<file path="config.mk">
export PLATFORM = sky130hd
export DESIGN_NAME = epoch_seconds_to_calendar
export DESIGN_NICKNAME = d
export VERILOG_FILES = /design/src/hdl/esc_pkg.sv /design/src/hdl/esc_day_split.sv /design/src/hdl/esc_field_div.sv /design/src/hdl/esc_calendar.sv /design/src/hdl/epoch_seconds_to_calendar.sv
export SDC_FILE = /design/constraint.sdc
export NUM_CORES = 2
export LEC_CHECK = 0
export ABC_AREA = 1
export BUFFER_PORTS_ARGS = -buffer_cell sky130_fd_sc_hd__clkbuf_2
export CAP_MARGIN = 10
export CORE_MARGIN = 2
export CORE_UTILIZATION = 45
export DETAILED_ROUTE_END_ITERATION = 10
export PLACE_DENSITY_LB_ADDON = 0.12
export RECOVER_POWER = 100
export SYNTH_ARGS = -nofsm -noshare
export SYNTH_HDL_FRONTEND = slang
export SYNTH_SLANG_ARGS = --single-unit
</file>
<file path="constraint.sdc">
create_clock -name clock -period 18.2 [get_ports clock]
set_input_delay 3.64 -clock clock [delete_from_list [all_inputs] [get_ports clock]]
set_output_delay 3.64 -clock clock [all_outputs]
set_load 0.05 [all_outputs]
</file>
<file path="src/hdl/esc_pkg.sv">
package esc_pkg;

   // Seconds bias: 24856 days, a whole number of days above 2^31, keeps the sum positive.
   localparam logic [32:0] DAY_BIAS_SECS = 33'd2147558400;

   // 86400 = 128 * 675; quotient by 675 through a reciprocal, exact for 26-bit operands.
   localparam logic [26:0] RECIP_675 = 27'd101806633;
   localparam int unsigned RECIP_675_SHIFT = 36;
   localparam logic [9:0] DIV_675 = 10'd675;

   // Biased day count plus this is a multiple of 1461 at the epoch (18 * 1461).
   localparam logic [15:0] CYCLE_BIAS = 16'd1442;
   localparam logic [16:0] RECIP_1461 = 17'd91868;
   localparam int unsigned RECIP_1461_SHIFT = 27;
   localparam logic [10:0] DAYS_PER_CYCLE = 11'd1461;

   // Biased day count plus one is a multiple of 7 on a Saturday.
   localparam logic [15:0] WEEKDAY_BIAS = 16'd1;
   localparam logic [16:0] RECIP_7 = 17'd74899;
   localparam int unsigned RECIP_7_SHIFT = 19;
   localparam logic [2:0] DAYS_PER_WEEK = 3'd7;

   // Divide by 60, once for seconds of day, once for minutes of day.
   localparam logic [17:0] RECIP_60_SOD = 18'd139811;
   localparam int unsigned RECIP_60_SOD_SHIFT = 23;
   localparam logic [11:0] RECIP_60_MIN = 12'd2185;
   localparam int unsigned RECIP_60_MIN_SHIFT = 17;
   localparam logic [5:0] SIXTY = 6'd60;

   // Year of cycle index zero: 2000 - 4 * 18.
   localparam logic [10:0] YEAR_BASE = 11'd1928;

   // First day of the second, third and fourth year in a cycle.
   localparam logic [10:0] YEAR1_START = 11'd366;
   localparam logic [10:0] YEAR2_START = 11'd731;
   localparam logic [10:0] YEAR3_START = 11'd1096;

   localparam logic [8:0] CUM_COMMON [13] = '{
      9'd0, 9'd31, 9'd59, 9'd90, 9'd120, 9'd151, 9'd181,
      9'd212, 9'd243, 9'd273, 9'd304, 9'd334, 9'd365
   };
   localparam logic [8:0] CUM_LEAP [13] = '{
      9'd0, 9'd31, 9'd60, 9'd91, 9'd121, 9'd152, 9'd182,
      9'd213, 9'd244, 9'd274, 9'd305, 9'd335, 9'd366
   };

   // Days before the first of month idx (0 = January).
   function automatic logic [8:0] month_start(input logic leap, input logic [3:0] idx);
      logic [8:0] val;
      if (idx > 4'd12) begin
         val = 9'd0;
      end else if (leap) begin
         val = CUM_LEAP[idx];
      end else begin
         val = CUM_COMMON[idx];
      end
      return val;
   endfunction

   typedef struct packed {
      logic [15:0] day_biased;   // day count + 24856
      logic [16:0] sod;          // seconds of day
   } esc_day_type;

   typedef struct packed {
      logic [10:0] day_of_cycle;
      logic [5:0]  cycle;
      logic [2:0]  weekday;
      logic [5:0]  second;
      logic [4:0]  hour;
      logic [10:0] minute_of_day;
   } esc_div_type;

   typedef struct packed {
      logic [10:0] year;
      logic [3:0]  month;
      logic [4:0]  day_of_month;
      logic [8:0]  day_of_year;
      logic [4:0]  hour;
      logic [5:0]  minute;
      logic [5:0]  second;
      logic [2:0]  weekday;
   } esc_rsp_type;

endpackage

</file>
<file path="src/hdl/esc_day_split.sv">
// Seconds to (biased day, second of day): bias, reciprocal multiply, remainder.
module esc_day_split (
   input  logic                clock,
   input  logic                reset,
   input  logic                in_valid,
   output logic                in_ready,
   input  logic signed [31:0]  in_seconds,
   output logic                out_valid,
   input  logic                out_ready,
   output esc_pkg::esc_day_type out_day
);

   logic s1_valid_ff, s2_valid_ff, s3_valid_ff;
   logic s1_ready, s2_ready, s3_ready;

   logic [32:0] biased;
   logic [25:0] s1_hi_ff;
   logic [6:0]  s1_lo_ff;

   logic [52:0] s2_prod;
   logic [15:0] s2_quot_in, s2_quot_ff;
   logic [25:0] s2_hi_ff;
   logic [6:0]  s2_lo_ff;

   logic [25:0] s3_back;
   logic [25:0] s3_rem;
   esc_pkg::esc_day_type s3_day_in, s3_day_ff;

   assign s3_ready = !s3_valid_ff || out_ready;
   assign s2_ready = !s2_valid_ff || s3_ready;
   assign s1_ready = !s1_valid_ff || s2_ready;
   assign in_ready = s1_ready;

   // stage 1: make the count positive, split off the power-of-two part of 86400
   assign biased = {in_seconds[31], in_seconds} + esc_pkg::DAY_BIAS_SECS;

   // stage 2: quotient by 675
   assign s2_prod    = 53'(s1_hi_ff) * 53'(esc_pkg::RECIP_675);
   assign s2_quot_in = s2_prod[esc_pkg::RECIP_675_SHIFT +: 16];

   // stage 3: remainder by 675, rejoin low bits
   assign s3_back = 26'(s2_quot_ff) * 26'(esc_pkg::DIV_675);
   assign s3_rem  = s2_hi_ff - s3_back;
   assign s3_day_in.day_biased = s2_quot_ff;
   assign s3_day_in.sod        = {s3_rem[9:0], s2_lo_ff};

   always_ff @(posedge clock) begin
      if (reset) begin
         s1_valid_ff <= 1'b0;
         s2_valid_ff <= 1'b0;
         s3_valid_ff <= 1'b0;
      end else begin
         if (s1_ready) s1_valid_ff <= in_valid;
         if (s2_ready) s2_valid_ff <= s1_valid_ff;
         if (s3_ready) s3_valid_ff <= s2_valid_ff;
      end
   end

   always_ff @(posedge clock) begin
      if (s1_ready) begin
         s1_hi_ff <= biased[32:7];
         s1_lo_ff <= biased[6:0];
      end
      if (s2_ready) begin
         s2_quot_ff <= s2_quot_in;
         s2_hi_ff   <= s1_hi_ff;
         s2_lo_ff   <= s1_lo_ff;
      end
      if (s3_ready) begin
         s3_day_ff <= s3_day_in;
      end
   end

   assign out_valid = s3_valid_ff;
   assign out_day   = s3_day_ff;

endmodule

</file>
<file path="src/hdl/esc_field_div.sv">
// Day count into cycle/day-of-cycle and weekday; second of day into h/m/s parts.
module esc_field_div (
   input  logic                 clock,
   input  logic                 reset,
   input  logic                 in_valid,
   output logic                 in_ready,
   input  esc_pkg::esc_day_type in_day,
   output logic                 out_valid,
   input  logic                 out_ready,
   output esc_pkg::esc_div_type out_div
);

   logic s4_valid_ff, s5_valid_ff;
   logic s4_ready, s5_ready;

   logic [15:0] cyc_num;
   logic [15:0] wk_num;
   logic [32:0] cyc_prod;
   logic [32:0] wk_prod;
   logic [34:0] min_prod;

   logic [15:0] s4_cyc_num_ff;
   logic [5:0]  s4_cycle_ff;
   logic [15:0] s4_wk_num_ff;
   logic [12:0] s4_wk_quot_ff;
   logic [16:0] s4_sod_ff;
   logic [10:0] s4_tm_ff;

   logic [15:0] cyc_back, dc_full;
   logic [15:0] wk_back, wd_full;
   logic [16:0] sec_back, sec_full;
   logic [22:0] hour_prod;
   esc_pkg::esc_div_type s5_div_in, s5_div_ff;

   assign s5_ready = !s5_valid_ff || out_ready;
   assign s4_ready = !s4_valid_ff || s5_ready;
   assign in_ready = s4_ready;

   // stage 4: three reciprocal quotients
   assign cyc_num  = in_day.day_biased + esc_pkg::CYCLE_BIAS;
   assign wk_num   = in_day.day_biased + esc_pkg::WEEKDAY_BIAS;
   assign cyc_prod = 33'(cyc_num) * 33'(esc_pkg::RECIP_1461);
   assign wk_prod  = 33'(wk_num) * 33'(esc_pkg::RECIP_7);
   assign min_prod = 35'(in_day.sod) * 35'(esc_pkg::RECIP_60_SOD);

   // stage 5: remainders, hour quotient
   assign cyc_back  = 16'(s4_cycle_ff) * 16'(esc_pkg::DAYS_PER_CYCLE);
   assign dc_full   = s4_cyc_num_ff - cyc_back;
   assign wk_back   = 16'(s4_wk_quot_ff) * 16'(esc_pkg::DAYS_PER_WEEK);
   assign wd_full   = s4_wk_num_ff - wk_back;
   assign sec_back  = 17'(s4_tm_ff) * 17'(esc_pkg::SIXTY);
   assign sec_full  = s4_sod_ff - sec_back;
   assign hour_prod = 23'(s4_tm_ff) * 23'(esc_pkg::RECIP_60_MIN);

   assign s5_div_in.day_of_cycle  = dc_full[10:0];
   assign s5_div_in.cycle         = s4_cycle_ff;
   assign s5_div_in.weekday       = wd_full[2:0];
   assign s5_div_in.second        = sec_full[5:0];
   assign s5_div_in.hour          = hour_prod[esc_pkg::RECIP_60_MIN_SHIFT +: 5];
   assign s5_div_in.minute_of_day = s4_tm_ff;

   always_ff @(posedge clock) begin
      if (reset) begin
         s4_valid_ff <= 1'b0;
         s5_valid_ff <= 1'b0;
      end else begin
         if (s4_ready) s4_valid_ff <= in_valid;
         if (s5_ready) s5_valid_ff <= s4_valid_ff;
      end
   end

   always_ff @(posedge clock) begin
      if (s4_ready) begin
         s4_cyc_num_ff <= cyc_num;
         s4_cycle_ff   <= cyc_prod[esc_pkg::RECIP_1461_SHIFT +: 6];
         s4_wk_num_ff  <= wk_num;
         s4_wk_quot_ff <= wk_prod[esc_pkg::RECIP_7_SHIFT +: 13];
         s4_sod_ff     <= in_day.sod;
         s4_tm_ff      <= min_prod[esc_pkg::RECIP_60_SOD_SHIFT +: 11];
      end
      if (s5_ready) begin
         s5_div_ff <= s5_div_in;
      end
   end

   assign out_valid = s5_valid_ff;
   assign out_div   = s5_div_ff;

endmodule

</file>
<file path="src/hdl/esc_calendar.sv">
// Year within the cycle, minute, then month lookup into the output register.
module esc_calendar (
   input  logic                 clock,
   input  logic                 reset,
   input  logic                 in_valid,
   output logic                 in_ready,
   input  esc_pkg::esc_div_type in_div,
   output logic                 out_valid,
   input  logic                 out_ready,
   output esc_pkg::esc_rsp_type out_rsp
);

   logic s6_valid_ff, s7_valid_ff;
   logic s6_ready, s7_ready;

   logic [1:0]  yoff;
   logic [10:0] ystart;
   logic [10:0] yday_full;
   logic [10:0] min_back, min_full;

   logic [8:0]  s6_yday_ff;
   logic        s6_leap_ff;
   logic [10:0] s6_year_ff;
   logic [2:0]  s6_weekday_ff;
   logic [5:0]  s6_second_ff;
   logic [4:0]  s6_hour_ff;
   logic [5:0]  s6_minute_ff;

   logic [3:0]  month_idx;
   logic [8:0]  mday_full;
   esc_pkg::esc_rsp_type s7_rsp_in, s7_rsp_ff;

   assign s7_ready = !s7_valid_ff || out_ready;
   assign s6_ready = !s6_valid_ff || s7_ready;
   assign in_ready = s6_ready;

   // stage 6: year of the cycle; first year of each cycle is the leap year
   always_comb begin
      priority if (in_div.day_of_cycle < esc_pkg::YEAR1_START) begin
         yoff   = 2'd0;
         ystart = 11'd0;
      end else if (in_div.day_of_cycle < esc_pkg::YEAR2_START) begin
         yoff   = 2'd1;
         ystart = esc_pkg::YEAR1_START;
      end else if (in_div.day_of_cycle < esc_pkg::YEAR3_START) begin
         yoff   = 2'd2;
         ystart = esc_pkg::YEAR2_START;
      end else begin
         yoff   = 2'd3;
         ystart = esc_pkg::YEAR3_START;
      end
   end

   assign yday_full = in_div.day_of_cycle - ystart + 11'd1;
   assign min_back  = 11'(in_div.hour) * 11'(esc_pkg::SIXTY);
   assign min_full  = in_div.minute_of_day - min_back;

   // stage 7: month from the cumulative table; compares are independent
   always_comb begin
      month_idx = 4'd0;
      for (int k = 1; k < 12; k++) begin
         if (s6_yday_ff > esc_pkg::month_start(s6_leap_ff, 4'(k))) month_idx = 4'(k);
      end
      mday_full = s6_yday_ff - esc_pkg::month_start(s6_leap_ff, month_idx);
   end

   assign s7_rsp_in.year         = s6_year_ff;
   assign s7_rsp_in.month        = month_idx + 4'd1;
   assign s7_rsp_in.day_of_month = mday_full[4:0];
   assign s7_rsp_in.day_of_year  = s6_yday_ff;
   assign s7_rsp_in.hour         = s6_hour_ff;
   assign s7_rsp_in.minute       = s6_minute_ff;
   assign s7_rsp_in.second       = s6_second_ff;
   assign s7_rsp_in.weekday      = s6_weekday_ff;

   always_ff @(posedge clock) begin
      if (reset) begin
         s6_valid_ff <= 1'b0;
         s7_valid_ff <= 1'b0;
      end else begin
         if (s6_ready) s6_valid_ff <= in_valid;
         if (s7_ready) s7_valid_ff <= s6_valid_ff;
      end
   end

   always_ff @(posedge clock) begin
      if (s6_ready) begin
         s6_yday_ff    <= yday_full[8:0];
         s6_leap_ff    <= (yoff == 2'd0);
         // year wraps at 11 bits, same as the field
         s6_year_ff    <= esc_pkg::YEAR_BASE + {3'd0, in_div.cycle, 2'd0} + {9'd0, yoff};
         s6_weekday_ff <= in_div.weekday;
         s6_second_ff  <= in_div.second;
         s6_hour_ff    <= in_div.hour;
         s6_minute_ff  <= min_full[5:0];
      end
      if (s7_ready) begin
         s7_rsp_ff <= s7_rsp_in;
      end
   end

   assign out_valid = s7_valid_ff;
   assign out_rsp   = s7_rsp_ff;

endmodule

</file>
<file path="src/hdl/epoch_seconds_to_calendar.sv">
// Pipeline: seven register stages from an accepted req beat to rsp_valid.
// Throughput: one beat per cycle while rsp_stall stays low; every stage is a register with its own valid bit.
// Stall: a stage holds only while it is full and the stage after it cannot take data,
//   so req beats keep entering while empty slots remain behind a stalled rsp beat.
// Reset: synchronous, active high; clears the valid bits, data registers keep contents.
module epoch_seconds_to_calendar (
   input  logic               clock,
   input  logic               reset,
   input  logic               req_valid,
   output logic               req_stall,
   input  logic signed [31:0] req_seconds_since_epoch,
   output logic               rsp_valid,
   input  logic               rsp_stall,
   output logic [10:0]        rsp_year,
   output logic [3:0]         rsp_month,
   output logic [4:0]         rsp_day_of_month,
   output logic [8:0]         rsp_day_of_year,
   output logic [4:0]         rsp_hour,
   output logic [5:0]         rsp_minute,
   output logic [5:0]         rsp_second,
   output logic [2:0]         rsp_weekday
);

   // Stages 1-3: seconds biased positive, split into day count and second of day
   // by a shift (128) and a reciprocal multiply (675).
   // Stages 4-5: day count into 1461-day cycles and weekday, second of day into
   // hour, minute of day and second, all by reciprocal multiply and back-subtract.
   // Stages 6-7: year within the cycle, minute, month search, output register.

   logic                 day_valid, day_ready;
   esc_pkg::esc_day_type day_beat;
   logic                 div_valid, div_ready;
   esc_pkg::esc_div_type div_beat;
   logic                 req_ready;
   esc_pkg::esc_rsp_type rsp_beat;

   esc_day_split u_day_split (
      .clock      (clock),
      .reset      (reset),
      .in_valid   (req_valid),
      .in_ready   (req_ready),
      .in_seconds (req_seconds_since_epoch),
      .out_valid  (day_valid),
      .out_ready  (day_ready),
      .out_day    (day_beat)
   );

   esc_field_div u_field_div (
      .clock     (clock),
      .reset     (reset),
      .in_valid  (day_valid),
      .in_ready  (day_ready),
      .in_day    (day_beat),
      .out_valid (div_valid),
      .out_ready (div_ready),
      .out_div   (div_beat)
   );

   esc_calendar u_calendar (
      .clock     (clock),
      .reset     (reset),
      .in_valid  (div_valid),
      .in_ready  (div_ready),
      .in_div    (div_beat),
      .out_valid (rsp_valid),
      .out_ready (!rsp_stall),
      .out_rsp   (rsp_beat)
   );

   // stall only reaches the input once every stage holds a beat
   assign req_stall = !req_ready;

   assign rsp_year         = rsp_beat.year;
   assign rsp_month        = rsp_beat.month;
   assign rsp_day_of_month = rsp_beat.day_of_month;
   assign rsp_day_of_year  = rsp_beat.day_of_year;
   assign rsp_hour         = rsp_beat.hour;
   assign rsp_minute       = rsp_beat.minute;
   assign rsp_second       = rsp_beat.second;
   assign rsp_weekday      = rsp_beat.weekday;

endmodule

</file>
# Word-level counts from Yosys, hierarchy flattened
# Memories as Yosys holds them, arrays and structs flattened.
# Cells that the tools add are included.
word_totals:
  register_bits: 283
  rom_bits: 288
  out_inout_bits: 51
  elab_cells: 134
  memories: 2
classes:
  add_sub_neg: 14
  mul: 10
  order_cmp: 16
  n_mux: 33
  n_bitwise: 1
  n_reduce_logical: 17
mem_list:
  columns: ["name", "depth", "width", "read_ports", "rd_ports_with_merged_regs", "write_ports", "line_no", "rtl"]
  rows:
  - ["(no name shown)", 16, 9, 1, 0, 0, "esc_pkg.sv:55", "val = CUM_COMMON[idx];"]
  - ["(no name shown)", 16, 9, 1, 0, 0, "esc_pkg.sv:53", "val = CUM_LEAP[idx];"]
ops:
  columns: ["op", "n"]
  rows:
  - ["26-bit by 27-bit multiplier with 52-bit output (second input constant)", 1]
  - ["9-bit by 8-bit greater-than comparator with 1-bit output", 4]
  - ["17-bit by 18-bit multiplier with 34-bit output (second input constant)", 1]
  - ["33-bit by 32-bit adder with 33-bit output (second input constant)", 1]
  - ["16-bit by 17-bit multiplier with 32-bit output (second input constant)", 1]
  - ["16-bit by 15-bit multiplier with 31-bit output (second input constant)", 1]
  - ["5-bit two-way mux", 6]
  - ["9-bit greater-than comparator", 3]
  - ["11-bit by 12-bit multiplier with 22-bit output (second input constant)", 1]
  - ["4-bit two-way mux", 5]
  - ["9-bit by 7-bit greater-than comparator with 1-bit output", 2]
  - ["3-bit two-way mux", 6]
  - ["9-bit two-way mux", 2]
  - ["16-bit by 1-bit adder with 16-bit output (second input constant)", 1]
  - ["16-bit by 11-bit adder with 16-bit output (second input constant)", 1]
  - ["16-bit by 10-bit multiplier with 10-bit output (second input constant)", 1]
  - ["13-bit by 3-bit multiplier with 3-bit output (second input constant)", 1]
  - ["2-bit two-way mux", 6]
  - ["6-bit subtractor", 2]
  - ["11-bit by 2-bit adder with 11-bit output", 1]
  - ["11-bit by 10-bit < comparator with 1-bit output (second input constant)", 1]
  - ["11-bit < comparator (second input constant)", 1]
  - ["11-bit by 9-bit < comparator with 1-bit output (second input constant)", 1]
  - ["11-bit by 4-bit multiplier with 4-bit output (second input constant)", 1]
  - ["other kinds (20)", 40]

# Longest topological paths before layout
logic_depth:
  word_depth: 19
  depth_mapped: 34

# By module
# Synthesis repeated with hierarchy kept, for this count alone.
hier_totals:
  hier_cells: 4285
  hier_area_um2: 38370.6
by_module_without_submodules:
  columns: ["module", "instances", "cells_per_inst", "area_per_inst_um2"]
  rows:
  - ["esc_field_div", 1, 2095, 17690.7]
  - ["esc_day_split", 1, 1800, 16116.7]
  - ["esc_calendar", 1, 388, 4555.6]
  - ["epoch_seconds_to_calendar", 1, 2, 7.5]

# Worst setup path after synthesis
# OpenSTA, ideal clock, no wires.
synth_timing:
  kind: "input port to output port"
  from: "input rsp_stall"
  to: "output req_stall"
  t_arrival_ns: 9.536
  required_ns: 14.560
  path_slack_ns: 5.024
  path_stages: 12
  path_buffers: 0
  path_cell_list: "nand2_1 > nor2_1 > inv_1 > nor2_1 > inv_1 > nor2_1 > inv_1 > nor2_1 > inv_1 > nor2_1 > inv_1 > nor2_1"
synth_via:
  elab_chain_cells: 9
synth_rtl:
  columns: ["element", "line_no", "rtl"]
  rows:
  - ["start: declaration", "epoch_seconds_to_calendar.sv:13", "input logic rsp_stall,"]
  - ["1-bit zero test", "epoch_seconds_to_calendar.sv:66", ".out_ready (!rsp_stall),"]
  - ["1-bit logical OR", "esc_calendar.sv:33", "assign s7_ready = !s7_valid_ff || out_ready;"]
  - ["1-bit logical OR", "esc_calendar.sv:34", "assign s6_ready = !s6_valid_ff || s7_ready;"]
  - ["named net div_ready", "epoch_seconds_to_calendar.sv:32", "logic div_valid, div_ready;"]
  - ["1-bit logical OR", "esc_field_div.sv:35", "assign s5_ready = !s5_valid_ff || out_ready;"]
  - ["named net u_field_div.s5_ready", "esc_field_div.sv:14", "logic s4_ready, s5_ready;"]
  - ["1-bit logical OR", "esc_field_div.sv:36", "assign s4_ready = !s4_valid_ff || s5_ready;"]
  - ["named net day_ready", "epoch_seconds_to_calendar.sv:30", "logic day_valid, day_ready;"]
  - ["1-bit logical OR", "esc_day_split.sv:29", "assign s3_ready = !s3_valid_ff || out_ready;"]
  - ["named net u_day_split.s3_ready", "esc_day_split.sv:14", "logic s1_ready, s2_ready, s3_ready;"]
  - ["1-bit logical OR", "esc_day_split.sv:30", "assign s2_ready = !s2_valid_ff || s3_ready;"]
  - ["named net u_day_split.s2_ready", "esc_day_split.sv:14", null]
  - ["1-bit logical OR", "esc_day_split.sv:31", "assign s1_ready = !s1_valid_ff || s2_ready;"]
  - ["1-bit zero test", "epoch_seconds_to_calendar.sv:71", "assign req_stall = !req_ready;"]
  - ["end: declaration", "epoch_seconds_to_calendar.sv:10", "output logic req_stall,"]
# The timed path passes the listed nets, and every way through them passes these cells.

# Worst setup path in the final report
layout_timing:
  from: "input rsp_stall"
  to: "output req_stall"
layout_via:
  elab_chain_cells: 9
layout_rtl:
  columns: ["element", "line_no", "rtl"]
  rows:
  - ["1-bit zero test", "epoch_seconds_to_calendar.sv:66", null]
  - ["1-bit logical OR", "esc_calendar.sv:33", null]
  - ["named net u_calendar.s7_ready", "esc_calendar.sv:14", "logic s6_ready, s7_ready;"]
  - ["1-bit logical OR", "esc_calendar.sv:34", null]
  - ["named net div_ready", "epoch_seconds_to_calendar.sv:32", null]
  - ["1-bit logical OR", "esc_field_div.sv:35", null]
  - ["named net u_field_div.s5_ready", "esc_field_div.sv:14", null]
  - ["1-bit logical OR", "esc_field_div.sv:36", null]
  - ["named net day_ready", "epoch_seconds_to_calendar.sv:30", null]
  - ["1-bit logical OR", "esc_day_split.sv:29", null]
  - ["named net u_day_split.s3_ready", "esc_day_split.sv:14", null]
  - ["1-bit logical OR", "esc_day_split.sv:30", null]
  - ["named net u_day_split.s2_ready", "esc_day_split.sv:14", null]
  - ["1-bit logical OR", "esc_day_split.sv:31", null]
  - ["1-bit zero test", "epoch_seconds_to_calendar.sv:71", null]
# The timed path passes the listed nets, and every way through them passes these cells.

==> impl_metrics.tcl <==
set metrics [dict create \
    proportion_of_synthesized_chip_area_in_sequential_cells 0.224 \
    synth.ff_latch_count 271 \
    cts_repair_resized_insts 0 \
    synth.avg_cell_area_um2 9.74 \
    insertion_delay_ns 0.57 \
    floorplan.die.height_um 287 \
    async_flop_share 0 \
    initial_cell_density_of_the_core 0.455 \
    placeableCoreArea_um2 79100 \
    postCtsSetupRepairBufs 0 \
    path_clk_slew_ns 0.06 \
    post_route_ant_nets 0 \
    cp.required_ns 14.56 \
    synth_xor_xnor_area_share 0.0406 \
    drc 0 \
    synth_top_family_by_area "adder cells" \
    final_hold_viol_count 0 \
    netlist_area_um2 36000 \
    cp_max_fo 50 \
    failed_checks "capacitance limit, slew limit" \
    grt_start_max_net_pins 51 \
    finalWirelength_mm 76.3 \
    kind_of_path_behind_the_tightest_hold_check "reg -> reg" \
    design.final.nets 5019 \
    gr-total-overflow 0 \
    final_min_period_over_clock_period 0.646 \
    crit_path_start_kind "input pin" \
    cts-root-to-sink-buffers 3 \
    synth_simple_gate_area_share 0.0841 \
    grt_setup_unrepaired "no" \
    fin_setup_tns_ns 0 \
    synthCells 3694 \
    clock.fmax_mhz 85.1 \
    proportion_of_layout_cells_with_a_drive_suffix_above_1 0.0265 \
    final.fill_count 7704 \
    cts_max_level 2 \
    syn2layout_area_growth_pct 7.47 \
    placement.io_buffers 86 \
    synth-edff-count 264 \
    yosysWarnings 0 \
    total_global_route_track_usage 0.193 \
    die-area_um2 82300 \
    number_of_distinct_library_cell_variants_in_the_gate_level_netlist_after_synthesis 57 \
    cts_tree "yes" \
    route.detailed.vias_per_inst 4.82 \
    drt-pass1-iter-count 4 \
    post_cts_hold_buffer_count 0 \
    ys_dominant_reg_cell "edfxtp_1" \
    crit_path_end_kind "output port" \
    report.final.setup_viol 0 \
    clock_sinks 271 \
    drt_iter0_drc 842 \
    first_pass_grt_wire_length_mm 126 \
    worst_r2r_path_depth 32 \
    cap_violations 7 \
    maxSlewHeadroom -0.768 \
    worst_clock_skew_ns 0.0301 \
    timing_worst_slew_pin_value_ns 2.65 \
    synth_compound_area_frac 0.0575 \
    antenna_found_initial 0 \
    detailroute.via_count 23624 \
    antenna_cells_inserted 0 \
    crit_arrival_ns 8.12 \
    rows 103 \
    synth.mux.area_fraction 0 \
    cts_inserted_buffers 35 \
    final.min_clock_period_ns 11.76 \
    fp.dieW_um 287 \
    synth_nets 4889 \
    synth_adder_area_share 0.486 \
    wire_per_inst_um 15.6 \
    worstSetupPathType "in -> out" \
    post-dp-hpwl_mm 65.3 \
    maxSlewViolCount 279 \
    gp_congestion 0.872 \
    clock-root-buffer "clkbuf_16" \
    first_global_vias 24731 \
    num_io_pins 87 \
    run_status "finished with violations" \
    hold_path_depth 0 \
]
-- worst paths after layout --
kind	to	from	slack, ns
worst max-delay path	req_stall	rsp_stall	6.44
worst min-delay path	u_calendar.out_rsp[47]	u_calendar.s6_year_ff[9]	0.39
worst max register to register	u_field_div.s4_cycle_ff[2]	u_day_split.out_day[19]	10.74
worst min register to register	u_calendar.out_rsp[47]	u_calendar.s6_year_ff[9]	0.39
-- cells in the final DEF (no fill, tap or decap), types with 4 or more instances in the layout --
master	instances
a21oi_1	187
clkbuf_2	34
or2_2	7
o31ai_1	4
nand4_1	31
clkbuf_1	70
o211ai_1	8
o2111ai_1	4
inv_1	1022
nand3b_1	5
o21bai_1	14
fa_1	401
o21ai_0	93
nor2_1	184
a211oi_1	7
inv_6	5
clkinv_1	6
a31oi_1	14
nand3_1	74
ha_1	758
xnor2_1	54
o21a_1	12
edfxtp_1	264
nor4_1	9
clkinv_2	6
xor2_1	110
nand2_1	352
dfxtp_1	7
clkbuf_16	35
nor3_1	35
a21o_1	5
-- Yosys cell counts, drive strengths merged, types with 2 or more instances --
cell type	instances	share of area
inv	1024	0.11
ha	758	0.26
fa	401	0.22
nand2	354	0.037
edfxtp	264	0.22
a21oi	188	0.027
nor2	184	0.020
xor2	110	0.027
o21ai	94	0.013
nand3	77	0.012
xnor2	55	0.014
nor3	35	0.0054
nand4	31	0.0054
a31oi	14	0.0024
o21bai	14	0.0029
o21a	12	0.0025
nor4	9	0.0016
o211ai	8	0.0017
a211oi	7	0.0015
dfxtp	7	0.0039
or2	7	0.0012
a21o	5	0.0010
nand3b	5	0.0010
o2111ai	4	0.00097
o31ai	4	0.00083
a21boi	2	0.00042
a31o	2	0.00049
buf	2	0.00035
nor3b	2	0.00073
o311ai	2	0.00049
o41ai	2	0.00049
-- layout make-up --
class	count	area (um^2)	area share
Inverter	1024	3840	0.0994
Clock buffer	45	923	0.0239
Tap cell	1050	1310	0.0340
Sequential cell	271	8070	0.209
Multi-Input combinational cell	2396	24000	0.620
Clock inverter	18	136	0.00353
Timing Repair Buffer	96	407	0.0105
-- kinds of logic (layout without fill, tap and decap cells) --
family | after synthesis | in the layout
buffers and inverters | 1027 | 1183
adder cells (fa/ha/maj) | 1159 | 1159
AO/OA/AOI/OAI | 366 | 366
XOR/XNOR | 165 | 165
AND/OR/NAND/NOR | 706 | 706
flip-flops | 271 | 271
-- critical path: stages --
cell      delay (ns)
clkbuf_2        0.09
nand2_2         0.04
clkbuf_1        1.88
nor2_1          0.07
clkinv_1        0.13
nor2_1          0.05
inv_1           0.06
nor2_1          0.04
clkinv_1        0.05
nor2_1          0.03
inv_1           0.04
clkbuf_1        1.36
nor2_1          0.07
inv_1           0.13
nor2_1          0.11
clkbuf_1        0.31
-- metal layers --
| layer | global-route usage | up-vias | wire length (um) |
|---|---|---|---|
| li1 | - | 12040 | - |
| met1 | 0.254 | 11220 | 35500 |
| met2 | 0.343 | 260 | 37000 |
| met3 | 0.0190 | 104 | 2030 |
| met4 | 0.0482 | 0 | 1830 |
| met5 | 0 | - | 0 |
-- flip-flops by register name, indices dropped and copies added, names as in the netlist, 9 cells and up --
register	count
u_field_div.out_div	37
u_day_split.out_day	33
u_field_div.s4_tm_ff	11
u_day_split.s2_hi_ff	10
u_field_div.s4_cyc_num_ff	11
u_day_split.s1_hi_ff	26
u_day_split.s2_quot_ff	16
u_calendar.s6_yday_ff	9
u_calendar.s6_year_ff	10
u_calendar.out_rsp	48
-- stage by stage --
stage	util	instances	cell area, um^2	hold WS, ns	worst slack, ns
floorplan	-	3694	36000	0.400	5.02
global placement	0.478	4837	37800	0.400	8.54
detailed placement	0.478	4837	37800	0.405	8.62
CTS	0.491	4900	38900	0.384	8.60
global route	0.489	4900	38700	0.406	5.75
finish	0.489	4900	38700	0.390	6.44
Power is not shown: default switching activity piles up to over one toggle a cycle in this logic, so the estimate is an artifact.
